`src/hw/rtl/pemdf_pkg.sv`:
```
// Shared types, constants and helper functions for the PEM base64 deframer.
// No dependencies; used by every module of the block.
package pemdf_pkg;

  localparam int LINE_MAX_DEF = 80;
  localparam int LL_W         = 7;
  localparam int MAX_GROUPS   = 20;
  localparam int GRP_W        = 5;
  localparam int BEGIN_LEN    = 27;
  localparam int END_LEN      = 25;

  localparam logic [8*BEGIN_LEN-1:0] BEGIN_MARK = "-----BEGIN CERTIFICATE-----";
  localparam logic [8*END_LEN-1:0]   END_MARK   = "-----END CERTIFICATE-----";

  localparam logic [7:0] CH_NL  = 8'h0A;
  localparam logic [7:0] CH_CR  = 8'h0D;
  localparam logic [7:0] CH_PAD = 8'h3D;

  localparam logic [1:0] KIND_BYTE    = 2'd0;
  localparam logic [1:0] KIND_DONE    = 2'd1;
  localparam logic [1:0] KIND_DISCARD = 2'd2;

  typedef struct packed {
    logic            buf_sel;
    logic [LL_W-1:0] len;
    logic            is_begin;
    logic            is_end;
    logic            eot;
  } desc_t;

  function automatic logic [7:0] begin_char(input logic [4:0] idx);
    logic [7:0] c;
    c = 8'h00;
    if (int'(idx) < BEGIN_LEN) begin
      c = BEGIN_MARK[8*(BEGIN_LEN-1-int'(idx)) +: 8];
    end
    return c;
  endfunction

  function automatic logic [7:0] end_char(input logic [4:0] idx);
    logic [7:0] c;
    c = 8'h00;
    if (int'(idx) < END_LEN) begin
      c = END_MARK[8*(END_LEN-1-int'(idx)) +: 8];
    end
    return c;
  endfunction

  function automatic logic [5:0] sextet(input logic [7:0] c);
    logic [5:0] v;
    v = 6'd0;
    if (c >= 8'h41 && c <= 8'h5A) begin
      v = 6'(c - 8'h41);
    end else if (c >= 8'h61 && c <= 8'h7A) begin
      v = 6'(c - 8'h61 + 8'd26);
    end else if (c >= 8'h30 && c <= 8'h39) begin
      v = 6'(c - 8'h30 + 8'd52);
    end else if (c == 8'h2B) begin
      v = 6'd62;
    end else if (c == 8'h2F) begin
      v = 6'd63;
    end
    return v;
  endfunction

endpackage

```
`src/hw/rtl/pemdf_line_buf.sv`:
```
// Double line buffer: two lines of characters, one write and one read port.
// Depends on pemdf_pkg for the default line length; read data is registered.
module pemdf_line_buf #(
  parameter int LINE_MAX = pemdf_pkg::LINE_MAX_DEF,
  localparam int DEPTH  = 2 * LINE_MAX,
  localparam int ADDR_W = $clog2(DEPTH)
) (
  input  logic              clk_i,
  input  logic              we_i,
  input  logic [ADDR_W-1:0] waddr_i,
  input  logic [7:0]        wdata_i,
  input  logic              re_i,
  input  logic [ADDR_W-1:0] raddr_i,
  output logic [7:0]        rdata_o
);

  logic [7:0] mem_q [DEPTH];
  logic [7:0] rdata_q;

  always_ff @(posedge clk_i) begin
    if (we_i) begin
      mem_q[waddr_i] <= wdata_i;
    end
  end

  always_ff @(posedge clk_i) begin
    if (re_i) begin
      rdata_q <= mem_q[raddr_i];
    end
  end

  assign rdata_o = rdata_q;

endmodule

```
`src/hw/rtl/pemdf_desc_fifo.sv`:
```
// Two-entry queue of closed-line descriptors between front and back.
// Depends on pemdf_pkg for desc_t.
module pemdf_desc_fifo (
  input  logic             clk_i,
  input  logic             rst_ni,
  input  logic             push_i,
  input  pemdf_pkg::desc_t desc_i,
  output logic             full_o,
  output logic             valid_o,
  output pemdf_pkg::desc_t head_o,
  input  logic             pop_i
);

  pemdf_pkg::desc_t ent_q [2];
  logic             wp_q, rp_q;
  logic [1:0]       cnt_q;

  always_ff @(posedge clk_i) begin
    if (push_i) begin
      ent_q[wp_q] <= desc_i;
    end
  end

  always_ff @(posedge clk_i or negedge rst_ni) begin
    if (!rst_ni) begin
      wp_q  <= 1'b0;
      rp_q  <= 1'b0;
      cnt_q <= 2'd0;
    end else begin
      if (push_i) begin
        wp_q <= ~wp_q;
      end
      if (pop_i) begin
        rp_q <= ~rp_q;
      end
      if (push_i && !pop_i) begin
        cnt_q <= cnt_q + 2'd1;
      end else if (pop_i && !push_i) begin
        cnt_q <= cnt_q - 2'd1;
      end
    end
  end

  assign full_o  = (cnt_q == 2'd2);
  assign valid_o = (cnt_q != 2'd0);
  assign head_o  = ent_q[rp_q];

endmodule

```
`src/hw/rtl/pemdf_front.sv`:
```
// Front part: accepts characters, fills the line buffer, tracks marker prefixes
// and pushes one descriptor per closed line. Depends on pemdf_pkg.
module pemdf_front #(
  parameter int LINE_MAX = pemdf_pkg::LINE_MAX_DEF,
  localparam int ADDR_W = $clog2(2 * LINE_MAX)
) (
  input  logic              clk_i,
  input  logic              rst_ni,
  input  logic              s_axis_tvalid,
  output logic              s_axis_tready,
  input  logic [7:0]        s_axis_tdata,
  input  logic              s_axis_tlast,
  output logic              we_o,
  output logic [ADDR_W-1:0] waddr_o,
  output logic [7:0]        wdata_o,
  output logic              push_o,
  output pemdf_pkg::desc_t  desc_o,
  input  logic              full_i
);

  localparam int LL_W = pemdf_pkg::LL_W;

  logic [LL_W-1:0] pos_q, pos_d, ll;
  logic [7:0]      last_q, last_d;
  logic            bm_q, bm_d, em_q, em_d;
  logic            wbuf_q;
  logic            acc, is_nl, store, close;

  assign s_axis_tready = !full_i;

  always_comb begin
    acc   = s_axis_tvalid && s_axis_tready;
    is_nl = (s_axis_tdata == pemdf_pkg::CH_NL);
    store = acc && !is_nl && (pos_q < LL_W'(LINE_MAX));
    close = acc && (is_nl || s_axis_tlast);
    pos_d  = store ? pos_q + LL_W'(1) : pos_q;
    last_d = store ? s_axis_tdata : last_q;
    bm_d = bm_q;
    em_d = em_q;
    if (store && pos_q < LL_W'(pemdf_pkg::BEGIN_LEN) &&
        s_axis_tdata != pemdf_pkg::begin_char(pos_q[4:0])) begin
      bm_d = 1'b0;
    end
    if (store && pos_q < LL_W'(pemdf_pkg::END_LEN) &&
        s_axis_tdata != pemdf_pkg::end_char(pos_q[4:0])) begin
      em_d = 1'b0;
    end
    ll = (pos_d != '0 && last_d == pemdf_pkg::CH_CR) ? pos_d - LL_W'(1) : pos_d;
    desc_o.buf_sel  = wbuf_q;
    desc_o.len      = ll;
    desc_o.is_begin = bm_d && (ll >= LL_W'(pemdf_pkg::BEGIN_LEN));
    desc_o.is_end   = em_d && (ll >= LL_W'(pemdf_pkg::END_LEN));
    desc_o.eot      = s_axis_tlast;
  end

  assign push_o  = close;
  assign we_o    = store;
  assign wdata_o = s_axis_tdata;
  assign waddr_o = wbuf_q ? ADDR_W'(LINE_MAX) + ADDR_W'(pos_q) : ADDR_W'(pos_q);

  always_ff @(posedge clk_i) begin
    last_q <= last_d;
  end

  always_ff @(posedge clk_i or negedge rst_ni) begin
    if (!rst_ni) begin
      pos_q  <= '0;
      bm_q   <= 1'b1;
      em_q   <= 1'b1;
      wbuf_q <= 1'b0;
    end else if (close) begin
      pos_q  <= '0;
      bm_q   <= 1'b1;
      em_q   <= 1'b1;
      wbuf_q <= ~wbuf_q;
    end else begin
      pos_q <= pos_d;
      bm_q  <= bm_d;
      em_q  <= em_d;
    end
  end

endmodule

```
`src/hw/rtl/pemdf_back.sv`:
```
// Back part: certificate state, group-wise base64 decode from the line buffer,
// and the output register. Depends on pemdf_pkg.
module pemdf_back #(
  parameter int LINE_MAX = pemdf_pkg::LINE_MAX_DEF,
  localparam int ADDR_W = $clog2(2 * LINE_MAX)
) (
  input  logic              clk_i,
  input  logic              rst_ni,
  input  logic              q_valid_i,
  input  pemdf_pkg::desc_t  q_head_i,
  output logic              q_pop_o,
  output logic              re_o,
  output logic [ADDR_W-1:0] raddr_o,
  input  logic [7:0]        rdata_i,
  output logic              m_axis_tvalid,
  input  logic              m_axis_tready,
  output logic [7:0]        m_axis_tdata,  // data_byte
  output logic [1:0]        m_axis_tuser,  // kind
  output logic              m_axis_tlast
);

  localparam int LL_W  = pemdf_pkg::LL_W;
  localparam int GRP_W = pemdf_pkg::GRP_W;

  localparam logic [1:0] S_IDLE = 2'd0;
  localparam logic [1:0] S_READ = 2'd1;
  localparam logic [1:0] S_EMIT = 2'd2;

  logic [1:0]       state_q, state_d;
  logic             inside_q, inside_d, has_q, has_d;
  logic [GRP_W-1:0] g_q, g_d, ng_q, ng_d, ngrp;
  logic [2:0]       k_q, k_d;
  logic [1:0]       e_q, e_d, e_next;
  logic             rv_q;
  logic [1:0]       rk_q;
  logic [5:0]       sx_q [4];
  logic             pad2_q, pad3_q;
  logic             ov_q, ov_d;
  logic [1:0]       okind_q, okind_d;
  logic [7:0]       obyte_q, obyte_d;
  logic             olast_q, olast_d;
  logic             out_free, has_next, last_grp;
  logic [7:0]       grp_raw, bsel;
  logic [GRP_W+1:0] off;

  always_comb begin
    grp_raw = 8'(q_head_i.len[LL_W-1:2]);
    ngrp = (grp_raw > 8'(pemdf_pkg::MAX_GROUPS)) ? GRP_W'(pemdf_pkg::MAX_GROUPS)
                                                 : GRP_W'(grp_raw);
    off = {g_q, k_q[1:0]};
    raddr_o = q_head_i.buf_sel ? ADDR_W'(LINE_MAX) + ADDR_W'(off) : ADDR_W'(off);
    case (e_q)
      2'd0:    bsel = {sx_q[0], sx_q[1][5:4]};
      2'd1:    bsel = {sx_q[1][3:0], sx_q[2][5:2]};
      default: bsel = {sx_q[2][1:0], sx_q[3]};
    endcase
    has_next = (e_q == 2'd0) ? (!pad2_q || !pad3_q) : (e_q == 2'd1) ? !pad3_q : 1'b0;
    e_next   = (e_q == 2'd0 && !pad2_q) ? 2'd1 : 2'd2;
    last_grp = (g_q == ng_q - GRP_W'(1));
    out_free = !ov_q || m_axis_tready;
  end

  always_comb begin
    state_d  = state_q;
    inside_d = inside_q;
    has_d    = has_q;
    g_d      = g_q;
    ng_d     = ng_q;
    k_d      = k_q;
    e_d      = e_q;
    q_pop_o  = 1'b0;
    re_o     = 1'b0;
    ov_d     = ov_q && !m_axis_tready;
    okind_d  = okind_q;
    obyte_d  = obyte_q;
    olast_d  = olast_q;
    unique case (state_q)
      S_IDLE: begin
        if (q_valid_i && out_free) begin
          q_pop_o = 1'b1;
          if (q_head_i.is_begin) begin
            if (inside_q && has_q) begin
              ov_d = 1'b1; okind_d = pemdf_pkg::KIND_DISCARD; obyte_d = 8'h00; olast_d = 1'b1;
            end
            inside_d = !q_head_i.eot;
            has_d    = 1'b0;
          end else if (inside_q && q_head_i.is_end) begin
            if (has_q) begin
              ov_d = 1'b1; okind_d = pemdf_pkg::KIND_DONE; obyte_d = 8'h00; olast_d = 1'b1;
            end
            inside_d = 1'b0;
            has_d    = 1'b0;
          end else if (inside_q && q_head_i.len != '0) begin
            if (q_head_i.eot) begin
              if (ngrp != '0 || has_q) begin
                ov_d = 1'b1; okind_d = pemdf_pkg::KIND_DISCARD; obyte_d = 8'h00;
                olast_d = 1'b1;
              end
              inside_d = 1'b0;
              has_d    = 1'b0;
            end else if (ngrp != '0) begin
              q_pop_o = 1'b0;
              g_d     = '0;
              ng_d    = ngrp;
              k_d     = 3'd0;
              state_d = S_READ;
            end
          end else if (q_head_i.eot) begin
            if (inside_q && has_q) begin
              ov_d = 1'b1; okind_d = pemdf_pkg::KIND_DISCARD; obyte_d = 8'h00; olast_d = 1'b1;
            end
            inside_d = 1'b0;
            has_d    = 1'b0;
          end
        end
      end
      S_READ: begin
        if (k_q != 3'd4) begin
          re_o = 1'b1;
          k_d  = k_q + 3'd1;
        end
        if (rv_q && rk_q == 2'd3) begin
          e_d     = 2'd0;
          state_d = S_EMIT;
        end
      end
      S_EMIT: begin
        if (out_free) begin
          ov_d    = 1'b1;
          okind_d = pemdf_pkg::KIND_BYTE;
          obyte_d = bsel;
          olast_d = last_grp && !has_next;
          if (has_next) begin
            e_d = e_next;
          end else begin
            has_d = 1'b1;
            if (last_grp) begin
              q_pop_o = 1'b1;
              state_d = S_IDLE;
            end else begin
              g_d     = g_q + GRP_W'(1);
              k_d     = 3'd0;
              state_d = S_READ;
            end
          end
        end
      end
      default: state_d = S_IDLE;
    endcase
  end

  always_ff @(posedge clk_i) begin
    g_q     <= g_d;
    ng_q    <= ng_d;
    e_q     <= e_d;
    rk_q    <= k_q[1:0];
    okind_q <= okind_d;
    obyte_q <= obyte_d;
    olast_q <= olast_d;
    if (rv_q) begin
      sx_q[rk_q] <= pemdf_pkg::sextet(rdata_i);
      if (rk_q == 2'd2) begin
        pad2_q <= (rdata_i == pemdf_pkg::CH_PAD);
      end
      if (rk_q == 2'd3) begin
        pad3_q <= (rdata_i == pemdf_pkg::CH_PAD);
      end
    end
  end

  always_ff @(posedge clk_i or negedge rst_ni) begin
    if (!rst_ni) begin
      state_q  <= S_IDLE;
      inside_q <= 1'b0;
      has_q    <= 1'b0;
      k_q      <= 3'd0;
      rv_q     <= 1'b0;
      ov_q     <= 1'b0;
    end else begin
      state_q  <= state_d;
      inside_q <= inside_d;
      has_q    <= has_d;
      k_q      <= k_d;
      rv_q     <= re_o;
      ov_q     <= ov_d;
    end
  end

  assign m_axis_tvalid = ov_q;
  assign m_axis_tuser  = okind_q;
  assign m_axis_tdata  = obyte_q;
  assign m_axis_tlast  = olast_q;

  a_busy_has_line: assert property (@(posedge clk_i) disable iff (!rst_ni)
    (state_q != S_IDLE) |-> q_valid_i)
    else $error("decode running without a queued line");

  a_decode_inside: assert property (@(posedge clk_i) disable iff (!rst_ni)
    (state_q == S_EMIT) |-> inside_q)
    else $error("bytes decoded outside a certificate");

  a_marker_zero: assert property (@(posedge clk_i) disable iff (!rst_ni)
    (ov_q && okind_q != pemdf_pkg::KIND_BYTE) |-> (obyte_q == 8'h00))
    else $error("marker item carries nonzero data");

  a_read_done: assert property (@(posedge clk_i) disable iff (!rst_ni)
    (state_q == S_READ && rv_q && rk_q == 2'd3) |=> (state_q == S_EMIT))
    else $error("group read did not move to emit");

endmodule

```
`src/hw/rtl/pem_certificate_base64_deframer.sv`:
```
// A closing character queues a line descriptor; the back part takes it from the queue and
// emits any marker item through its output register. For a data line, each group of four
// characters is read from the line buffer and then gives one output item per decoded byte.
// Input takes one character per cycle while one of the two line buffers is free.
// Reset (rst_ni, async, low) clears all control state; line buffers are not cleared.
// Top level of the PEM base64 deframer; depends on pemdf_pkg and the pemdf_* modules.
module pem_certificate_base64_deframer #(
  parameter int LINE_MAX = pemdf_pkg::LINE_MAX_DEF
) (
  input  logic       clk_i,
  input  logic       rst_ni,
  input  logic       s_axis_tvalid,
  output logic       s_axis_tready,
  input  logic [7:0] s_axis_tdata,   // ch
  input  logic       s_axis_tlast,   // end_of_text
  output logic       m_axis_tvalid,
  input  logic       m_axis_tready,
  output logic [7:0] m_axis_tdata,   // data_byte
  output logic [1:0] m_axis_tuser,   // kind
  output logic       m_axis_tlast    // last
);

  localparam int ADDR_W = $clog2(2 * LINE_MAX);

  logic              we, re, push, full, q_valid, pop;
  logic [ADDR_W-1:0] waddr, raddr;
  logic [7:0]        wdata, rdata;
  pemdf_pkg::desc_t  desc, head;

  pemdf_front #(.LINE_MAX(LINE_MAX)) u_front (
    .clk_i         (clk_i),
    .rst_ni        (rst_ni),
    .s_axis_tvalid (s_axis_tvalid),
    .s_axis_tready (s_axis_tready),
    .s_axis_tdata  (s_axis_tdata),
    .s_axis_tlast  (s_axis_tlast),
    .we_o          (we),
    .waddr_o       (waddr),
    .wdata_o       (wdata),
    .push_o        (push),
    .desc_o        (desc),
    .full_i        (full)
  );

  pemdf_line_buf #(.LINE_MAX(LINE_MAX)) u_line_buf (
    .clk_i   (clk_i),
    .we_i    (we),
    .waddr_i (waddr),
    .wdata_i (wdata),
    .re_i    (re),
    .raddr_i (raddr),
    .rdata_o (rdata)
  );

  pemdf_desc_fifo u_fifo (
    .clk_i   (clk_i),
    .rst_ni  (rst_ni),
    .push_i  (push),
    .desc_i  (desc),
    .full_o  (full),
    .valid_o (q_valid),
    .head_o  (head),
    .pop_i   (pop)
  );

  pemdf_back #(.LINE_MAX(LINE_MAX)) u_back (
    .clk_i         (clk_i),
    .rst_ni        (rst_ni),
    .q_valid_i     (q_valid),
    .q_head_i      (head),
    .q_pop_o       (pop),
    .re_o          (re),
    .raddr_o       (raddr),
    .rdata_i       (rdata),
    .m_axis_tvalid (m_axis_tvalid),
    .m_axis_tready (m_axis_tready),
    .m_axis_tdata  (m_axis_tdata),
    .m_axis_tuser  (m_axis_tuser),
    .m_axis_tlast  (m_axis_tlast)
  );

endmodule
```
`config.mk`:
```
export PLATFORM = sky130hd
export DESIGN_NAME = pem_certificate_base64_deframer
export DESIGN_NICKNAME = d
export VERILOG_FILES = /design/src/hw/rtl/pemdf_pkg.sv /design/src/hw/rtl/pemdf_line_buf.sv /design/src/hw/rtl/pemdf_desc_fifo.sv /design/src/hw/rtl/pemdf_front.sv /design/src/hw/rtl/pemdf_back.sv /design/src/hw/rtl/pem_certificate_base64_deframer.sv
export SDC_FILE = /design/constraint.sdc
export NUM_CORES = 1
export LEC_CHECK = 0
export CAP_MARGIN = 20
export CORE_UTILIZATION = 30
export DETAILED_ROUTE_END_ITERATION = 12
export DONT_BUFFER_PORTS = 1
export PLACE_DENSITY_LB_ADDON = 0.05
export SLEW_MARGIN = 0
export SYNTH_ARGS = -nofsm -noshare
export SYNTH_HDL_FRONTEND = slang
export SYNTH_SLANG_ARGS = --single-unit
export TNS_END_PERCENT = 1
```
`constraint.sdc`:
```
create_clock -name clk_i -period 4.6 [get_ports clk_i]
set_input_delay 0.23 -clock clk_i [delete_from_list [all_inputs] [get_ports clk_i]]
set_output_delay 0.23 -clock clk_i [all_outputs]
set_load 0.03 [all_outputs]
```
==> Yosys cells after proc, flatten, opt, wreduce, memory -nomap -nowiden <==
Memories as Yosys holds them, arrays and structs flattened. A register that Yosys moved wholly into a read port is not among the register bits.
Index checks and enable logic that the tools add are counted.
{ "classes": {"n_addsub": 16, "order_cmp": 14, "eq_ne": 30, "n_shift": 2, "muxes": 131, "bitwise_logic": 6, "reduce_logical": 59} }
{ "op_table": {"columns": ["cell", "n"], "rows": [
  ["$shiftx A216 B32 Y8 const A", 1],
  ["$shiftx A200 B32 Y8 const A", 1],
  ["$mux W8", 15],
  ["$mux W1", 51],
  ["$mux W2", 25],
  ["$mux W5", 10],
  ["$mux W6", 6],
  ["$pmux W8 S2", 2],
  ["$mux W3", 10],
  ["$eq A8 B6 Y1 const B", 3],
  ["$logic_and A1 B1 Y1", 24],
  ["$mux W7", 3],
  ["$add A7 B7 Y8 const A", 2],
  ["$eq A8 B4 Y1 const B", 2],
  ["$ge A8 B7 Y1 const B", 2],
  ["$le A8 B7 Y1 const B", 2],
  ["$ne A8 B8 Y1", 2],
  ["$ge A7 B5 Y1 const B", 2],
  ["$lt A7 B5 Y1 const B", 2],
  ["$ne A2 B1 Y1 const B", 7],
  ["$reduce_bool A7 Y1", 2],
  ["$sub A5 B5 Y6 const A", 2],
  ["$sub A6 B6 Y6 const B", 2],
  ["$reduce_and A11 Y1", 1],
  ["43 further kinds", 79]
]} }
{ "word_totals": {"reg_bits": 58, "mem_bits_rw": 1326, "inputBits": 13, "out_inout_bits": 13, "wordCells": 284, "memories": 3} }
{ "memory_table": {"columns": ["name", "words", "width", "rd", "rd_clocked_by_memory_dff", "wr", "line_no", "source"], "rows": [
  ["u_line_buf.mem_q", 160, 8, 1, 1, 1, "pemdf_line_buf.sv:17", "logic [7:0] mem_q [DEPTH];"],
  ["u_back.sx_q", 4, 6, 4, 0, 1, "pemdf_back.sv:36", "logic [5:0] sx_q [4];"],
  ["u_fifo.ent_q", 2, 11, 1, 0, 1, "pemdf_desc_fifo.sv:14", "pemdf_pkg::desc_t ent_q [2];"]
]} }

==> Longest topological paths before layout <==
An unclocked memory read counts as a cell.
{ "depth": {"depth_word": 14, "ltp_mapped": 15, "ltp_nobuf": 11} }

==> By module <==
From an unflattened synthesis, not the netlist that was laid out.
{ "hier_totals": {"hier_cells": 3293, "hier_area_um2": 58038.2} }
{ "modules_own_cells": {"columns": ["module", "n_inst", "cells_per_inst", "area_per_inst_um2", "seq_area_each_um2"], "rows": [
  ["pemdf_line_buf", 1, 2489, 50462.1, 38677.1],
  ["pemdf_back", 1, 320, 3423.3, 1736.7],
  ["pemdf_front", 1, 434, 3133.0, 412.9],
  ["pemdf_desc_fifo", 1, 50, 1019.7, 760.7]
]} }

==> Worst setup path before layout <==
OpenSTA, ideal clock, no wires.
{ "synth_path": {"path_type": "register to register", "startpoint": "register u_front.pos_q[0]", "endpoint": "memory u_fifo.ent_q[0][1] (netlist name) (data pin)", "setup_time_ps": 267, "arrival_time_ps": 3424, "required_ps": 4333, "slack_ps": 909, "path_stages_with_launch": 16, "path_cell_list": "dfrtp_1 -> buf_2 -> inv_1 -> clkbuf_1 -> ha_1 -> clkbuf_1 -> clkbuf_1 -> mux2i_1 -> ha_1 -> nand3_1 -> mux2i_1 -> a31o_1 -> buf_6 -> mux2_1 -> o22ai_1 -> a21oi_1"} }
{ "synth_lines": {"columns": ["item", "line_no", "source"], "rows": [
  ["from (decl)", "pemdf_front.sv:23", "logic [LL_W-1:0] pos_q, pos_d, ll;"],
  ["from (signal assigned)", "pemdf_front.sv:77", "pos_q <= pos_d;"],
  ["to (decl)", "pemdf_desc_fifo.sv:14", null]
]} }

==> Worst setup path after layout <==
{ "layout_path": {"startpoint": "register u_fifo.rp_q", "endpoint": "register u_line_buf.rdata_q[1] (netlist: u_line_buf.rdata_o[1]), read port of u_line_buf.mem_q (data pin)"} }
{ "layout_between": {"elab_chain_cells": 2} }
{ "layout_rtl": {"columns": ["item", "line_no", "source"], "rows": [
  ["from (decl)", "pemdf_desc_fifo.sv:15", "logic wp_q, rp_q;"],
  ["from (signal assigned)", "pemdf_desc_fifo.sv:34", "rp_q <= ~rp_q;"],
  ["$mem_v2 Z2 W11", null, null],
  ["$mux W8", "pemdf_back.sv:51", "raddr_o = q_head_i.buf_sel ? ADDR_W'(LINE_MAX) + ADDR_W'(off) : ADDR_W'(off);"],
  ["to (decl)", "pemdf_line_buf.sv:18", "logic [7:0] rdata_q;"]
]} }
Every way passes these cells.
A chain may end at the register's enable or synchronous reset.

==> impl_results.html <==
<table>
<tr><th>Metric</th><th>Value</th></tr>
<tr><th colspan="2">Timing</th></tr>
<tr><td>Fin worst setup slack</td><td>0.646 ns</td></tr>
<tr><td>Remaining max-slew budget at the tightest pin</td><td>26.3%</td></tr>
<tr><td>Slew Limit Fails</td><td>0</td></tr>
<tr><td>Setup TNS Final</td><td>0 ns</td></tr>
<tr><td>Fin Hold WS</td><td>0.0107 ns</td></tr>
<tr><td>Final critical-path required period</td><td>3.95 ns</td></tr>
<tr><td>Unrepaired setup endpoints after global routing</td><td>no</td></tr>
<tr><td>Maximum frequency from static timing analysis</td><td>253 MHz</td></tr>
<tr><td>Final hold violation count</td><td>0</td></tr>
<tr><td>Final clock period utilization by the worst path</td><td>86.0%</td></tr>
<tr><td>Final setup violating endpoints</td><td>0</td></tr>
<tr><td>Worst Max-Slew Pin Slew</td><td>1.10 ns</td></tr>
<tr><td>Worst-case clock skew</td><td>0.0286 ns</td></tr>
<tr><th colspan="2">Drt</th></tr>
<tr><td>Overall routed net length</td><td>161000 um</td></tr>
<tr><td>Via count of the routed design</td><td>28.1k</td></tr>
<tr><td>Detail-routed net length per standard cell</td><td>28.7 um</td></tr>
<tr><td>DR iter-0 viols</td><td>2177</td></tr>
<tr><td>Total DRC errors in the routed layout</td><td>0</td></tr>
<tr><td>Post-DRT Antenna Nets</td><td>0</td></tr>
<tr><td>Iteration count of the initial detailed-routing pass</td><td>6</td></tr>
<tr><td>Routed vias/inst</td><td>5.00</td></tr>
<tr><th colspan="2">Clocking</th></tr>
<tr><td>Count of buffers added by post-CTS timing repair for setup</td><td>0</td></tr>
<tr><td>TritonCTS clock tree</td><td>yes</td></tr>
<tr><td>Number of resized instances in the post-cts repair step</td><td>0</td></tr>
<tr><td>CTS clock-pin slew for the worst setup and hold paths</td><td>0.06 ns</td></tr>
<tr><td>Worst-case clock buffer depth</td><td>3</td></tr>
<tr><td>Clock Tree Root</td><td>clkbuf_16</td></tr>
<tr><td>Htree depth</td><td>4</td></tr>
<tr><td>Number of buffers added by the clock tree synthesis step</td><td>159</td></tr>
<tr><td># clock sinks</td><td>1392</td></tr>
<tr><td>Quantity of hold-fixing buffers added after cts</td><td>23</td></tr>
<tr><td>Clk_lat worst skew</td><td>0.79 ns</td></tr>
<tr><th colspan="2">Power</th></tr>
<tr><td>Internal power</td><td>25.5 mW</td></tr>
<tr><td>Part of the total power dissipated in combinational logic</td><td>23.9%</td></tr>
<tr><td>Power density cells</td><td>548 mW/mm^2</td></tr>
<tr><td>Clock group share of total power</td><td>34.8%</td></tr>
<tr><td>Total design power</td><td>36.1 mW</td></tr>
<tr><td>Total leakage power</td><td>20.1 nW</td></tr>
<tr><td>Switching part of the total</td><td>29.5%</td></tr>
<tr><td>Part of the power in registers</td><td>41.3%</td></tr>
<tr><td>Worst vdd ir</td><td>0.000271 V</td></tr>
<tr><td>Reported net switching power</td><td>10.7 mW</td></tr>
<tr><th colspan="2">Synth</th></tr>
<tr><td>Avg Inst Size Synth</td><td>20.0 um^2</td></tr>
<tr><td>Share of Yosys cell area claimed by the top area cell type</td><td>72.0%</td></tr>
<tr><td>Number of distinct library cells after synthesis</td><td>82</td></tr>
<tr><td>Asr flop ratio synth</td><td>1.65%</td></tr>
<tr><td>Cell area after synthesis</td><td>0.0567 mm^2</td></tr>
<tr><td>Cell taking the most area after synthesis</td><td>edfxtp_1</td></tr>
<tr><td>Flip-flop and latch count after synthesis</td><td>1392</td></tr>
<tr><td>Count of flip-flops with a built-in enable after synthesis</td><td>1359</td></tr>
<tr><td>Yosys synthesis warning count</td><td>0</td></tr>
<tr><td>Top-count cell post-synth</td><td>edfxtp_1</td></tr>
<tr><td>Synthesized instance count</td><td>2833</td></tr>
<tr><td>Number of nets in the synthesized netlist</td><td>2867</td></tr>
<tr><td>Sequential share of the synthesized area</td><td>73.4%</td></tr>
<tr><td>Most instantiated flip-flop cell in the synthesis netlist</td><td>edfxtp_1</td></tr>
<tr><td>Post-synth top cells</td><td>edfxtp_1 (1359), mux4_2 (400), nor2_1 (240)</td></tr>
<tr><td>Dominant cells by area after synthesis</td><td>edfxtp_1 (72%), mux4_2 (16%), nor2_1 (1.6%)</td></tr>
<tr><th colspan="2">Layout</th></tr>
<tr><td>Fill cell total of the finished layout</td><td>17.4k</td></tr>
<tr><td>Number of nets at the end of the flow</td><td>3016</td></tr>
<tr><td>Proportion of layout cells with a drive suffix above 1</td><td>26.3%</td></tr>
<tr><td>Multi-input gate area in the final layout</td><td>0.0143 mm^2</td></tr>
<tr><td>Util after Layout</td><td>35.1%</td></tr>
<tr><td>Seq. cell area</td><td>0.0416 mm^2</td></tr>
<tr><td>Non-filler cells, final</td><td>5617</td></tr>
<tr><td>Area growth, synth to finish</td><td>16.3%</td></tr>
<tr><td>Area of all placed cells without fillers</td><td>0.0659 mm^2</td></tr>
<tr><th colspan="2">Min path</th></tr>
<tr><td>WHS Path Cells</td><td>5</td></tr>
<tr><td>Hold Startpoint</td><td>s_axis_tdata[2]</td></tr>
<tr><td>Type of the tightest min-delay check</td><td>primary input to flip-flop</td></tr>
<tr><td>Endpoint with the worst hold slack</td><td>u_front.em_q</td></tr>
<tr><th colspan="2">Worst setup path</th></tr>
<tr><td>Worst stage delay on the critical path</td><td>0.77 ns</td></tr>
<tr><td>CP max stage cell</td><td>dfrtp_1</td></tr>
<tr><td>Type of element launching the critical path</td><td>flip-flop</td></tr>
<tr><td>Worst-case reg-to-reg path depth</td><td>7</td></tr>
<tr><td>Cell breakdown of the critical path</td><td>mux2i_1, xnor2_2, buf_4, mux2i_1, nand2_1, o211ai_1, nand3_1</td></tr>
<tr><td>Worst path most repeated cell</td><td>mux2i_1</td></tr>
<tr><td>Maximum fanout along the worst path</td><td>40</td></tr>
<tr><td>Required arrival time at the worst endpoint</td><td>5.10 ns</td></tr>
<tr><td>Endpoint of the lowest-slack register-to-register path</td><td>u_line_buf.rdata_o[1]</td></tr>
<tr><td>Critical Path Sink Type</td><td>flip-flop</td></tr>
<tr><td>Launch instance of the worst register-to-register path</td><td>u_fifo.rp_q</td></tr>
<tr><td>Flop-to-flop setup slack</td><td>0.65 ns</td></tr>
<tr><td>Critical path class</td><td>flip-flop to flip-flop</td></tr>
<tr><td>Data arrival time of the worst path</td><td>4.45 ns</td></tr>
<tr><th colspan="2">Global routing</th></tr>
<tr><td>Antenna violations before repair</td><td>12</td></tr>
<tr><td>Wire length of the first global-routing pass</td><td>229000 um</td></tr>
<tr><td>Via count of the first global-routing pass</td><td>29.6k</td></tr>
<tr><td>Met1 GRT Util</td><td>22.2%</td></tr>
<tr><td>Met2 layer usage reported by global route</td><td>27.7%</td></tr>
<tr><td>Remaining global-route overflow</td><td>0</td></tr>
<tr><td>M3 GR Usage</td><td>3.88%</td></tr>
<tr><td>Maximum number of pins on one net before global-route repair</td><td>163</td></tr>
<tr><td>Busiest layer in global routing</td><td>met2</td></tr>
<tr><td>GRT Total Usage</td><td>17.0%</td></tr>
<tr><th colspan="2">Place</th></tr>
<tr><td>Dpl cell area</td><td>0.0603 mm^2</td></tr>
<tr><td>Last weighted congestion value of the routability-driven placer</td><td>0.794</td></tr>
<tr><td>Number of cells in the design after placement</td><td>5292</td></tr>
<tr><td>HPWL reported at the end of detailed placement</td><td>94300 um</td></tr>
<tr><td>Post-Place Setup Slack</td><td>0.676 ns</td></tr>
<tr><td>Number of input and output port buffers inserted</td><td>0</td></tr>
<tr><th colspan="2">Floorplanning</th></tr>
<tr><td>Core Box Area</td><td>0.188 mm^2</td></tr>
<tr><td>Die ar.</td><td>0.191 mm^2</td></tr>
<tr><td>Starting density of the core</td><td>30.2%</td></tr>
<tr><td>Number of ports placed on the die boundary</td><td>26</td></tr>
<tr><td>Die extent in x</td><td>437 um</td></tr>
<tr><td>Die height</td><td>437 um</td></tr>
<tr><td>Number of rows in the core area</td><td>159</td></tr>
<tr><th colspan="2">Job</th></tr>
<tr><td>Number of maximum-capacitance violations</td><td>0</td></tr>
<tr><th colspan="2">Outcome</th></tr>
<tr><td>Outcome</td><td>completed</td></tr>
</table>
## logic make-up after synthesis
| logic type | after synthesis | share of synthesized area [%] |
|---|---|---|
| and+or+nand+nor | 468 | 3.81 |
| adders and majority gates | 21 | 0.464 |
| xor gates and xnor gates | 61 | 0.983 |
| AOI/OAI and AO/OA | 221 | 2.63 |
| muxes | 473 | 17.3 |
| buffers and inverters | 197 | 1.44 |
| DFF | 1392 | 73.4 |
## critical path: cells and delay by family, from the launching register on
family                    cells  cell delay [ns]
AOI/OAI and AO/OA             1             0.33
and+or+nand+nor               2             0.33
buffers and inverters         1             0.67
muxes                         2             1.28
DFF                           1             0.77
xor gates and xnor gates      1             0.19
## layout make-up
| cell class | count | area share, % |
|---|---|---|
| inverters | 35 | 0.199 |
| well taps | 2495 | 4.74 |
| clock buffers | 197 | 6.45 |
| repair buffers | 150 | 2.36 |
| diodes | 17 | 0.0646 |
| flip-flops and latches | 1392 | 63.1 |
| clock inverters | 87 | 1.38 |
| multi-input cells | 1244 | 21.7 |
## power groups by stage
stage               Clock (mW)  Combinational (mW)  Sequential, mW
floorplan                    0                5.68            14.9
global placement             0                8.53            15.2
detailed placement           0                8.56            15.2
CTS                       12.9                8.85            14.9
global route              13.4                9.25            15.0
finish                    12.6                8.63            14.9
## layout by cell type, fill, tap and decap left out, types with 7 or more instances in the layout
master         count
a211oi_1           9
a21o_1             7
a21oi_1           53
and3_1             7
buf_12            19
buf_16             8
buf_4            110
bufinv_16         15
clkbuf_1          31
clkbuf_16        164
clkinv_1          30
clkinv_2          24
clkinvlp_4         8
dfrtp_1           19
dfxtp_1           10
diode_2           17
dlygate4sd3_1     13
edfxtp_1        1359
ha_1              21
inv_1             31
mux2_2            31
mux2i_1           40
mux4_2           400
nand2_1           75
nand2b_1          11
nand3_1           40
nand4_1           11
nor2_1           239
nor2b_1           15
nor3_1            23
nor3b_1           11
o211ai_1          25
o21ai_0           38
o22ai_1           14
xnor2_1           38
xor2_1            20
## registers in the layout, indices dropped and copies added, names as in the netlist, 3 cells and up
name	flops
u_back.g_q	5
u_back.k_q	3
u_back.m_axis_tdata	8
u_back.ng_q	5
u_back.sx_q	24
u_fifo.ent_q	22
u_front.last_q	8
u_front.pos_q	7
u_line_buf.mem_q	1280
u_line_buf.rdata_o	8
## layer usage
metal / routed length [um] / part of all wire, %
met5: 54 / 0.034
met2: 78900 / 49
met4: 4620 / 2.9
met1: 69100 / 43
met3: 8280 / 5.1
## how the worst max path moves through the flow
stage	startpoint	endpoint	cells past startpoint
after floorplan	u_front.pos_q[0]	u_fifo.ent_q[0][1]	15
final	u_fifo.rp_q	u_line_buf.rdata_o[1]	7
after global routing	u_fifo.rp_q	u_line_buf.rdata_o[1]	7
after global placement	u_fifo.rp_q	u_line_buf.rdata_o[1]	7
after detailed placement	u_fifo.rp_q	u_line_buf.rdata_o[1]	7
after CTS	u_fifo.rp_q	u_line_buf.rdata_o[1]	7
(Power assumes the default switching activity.)
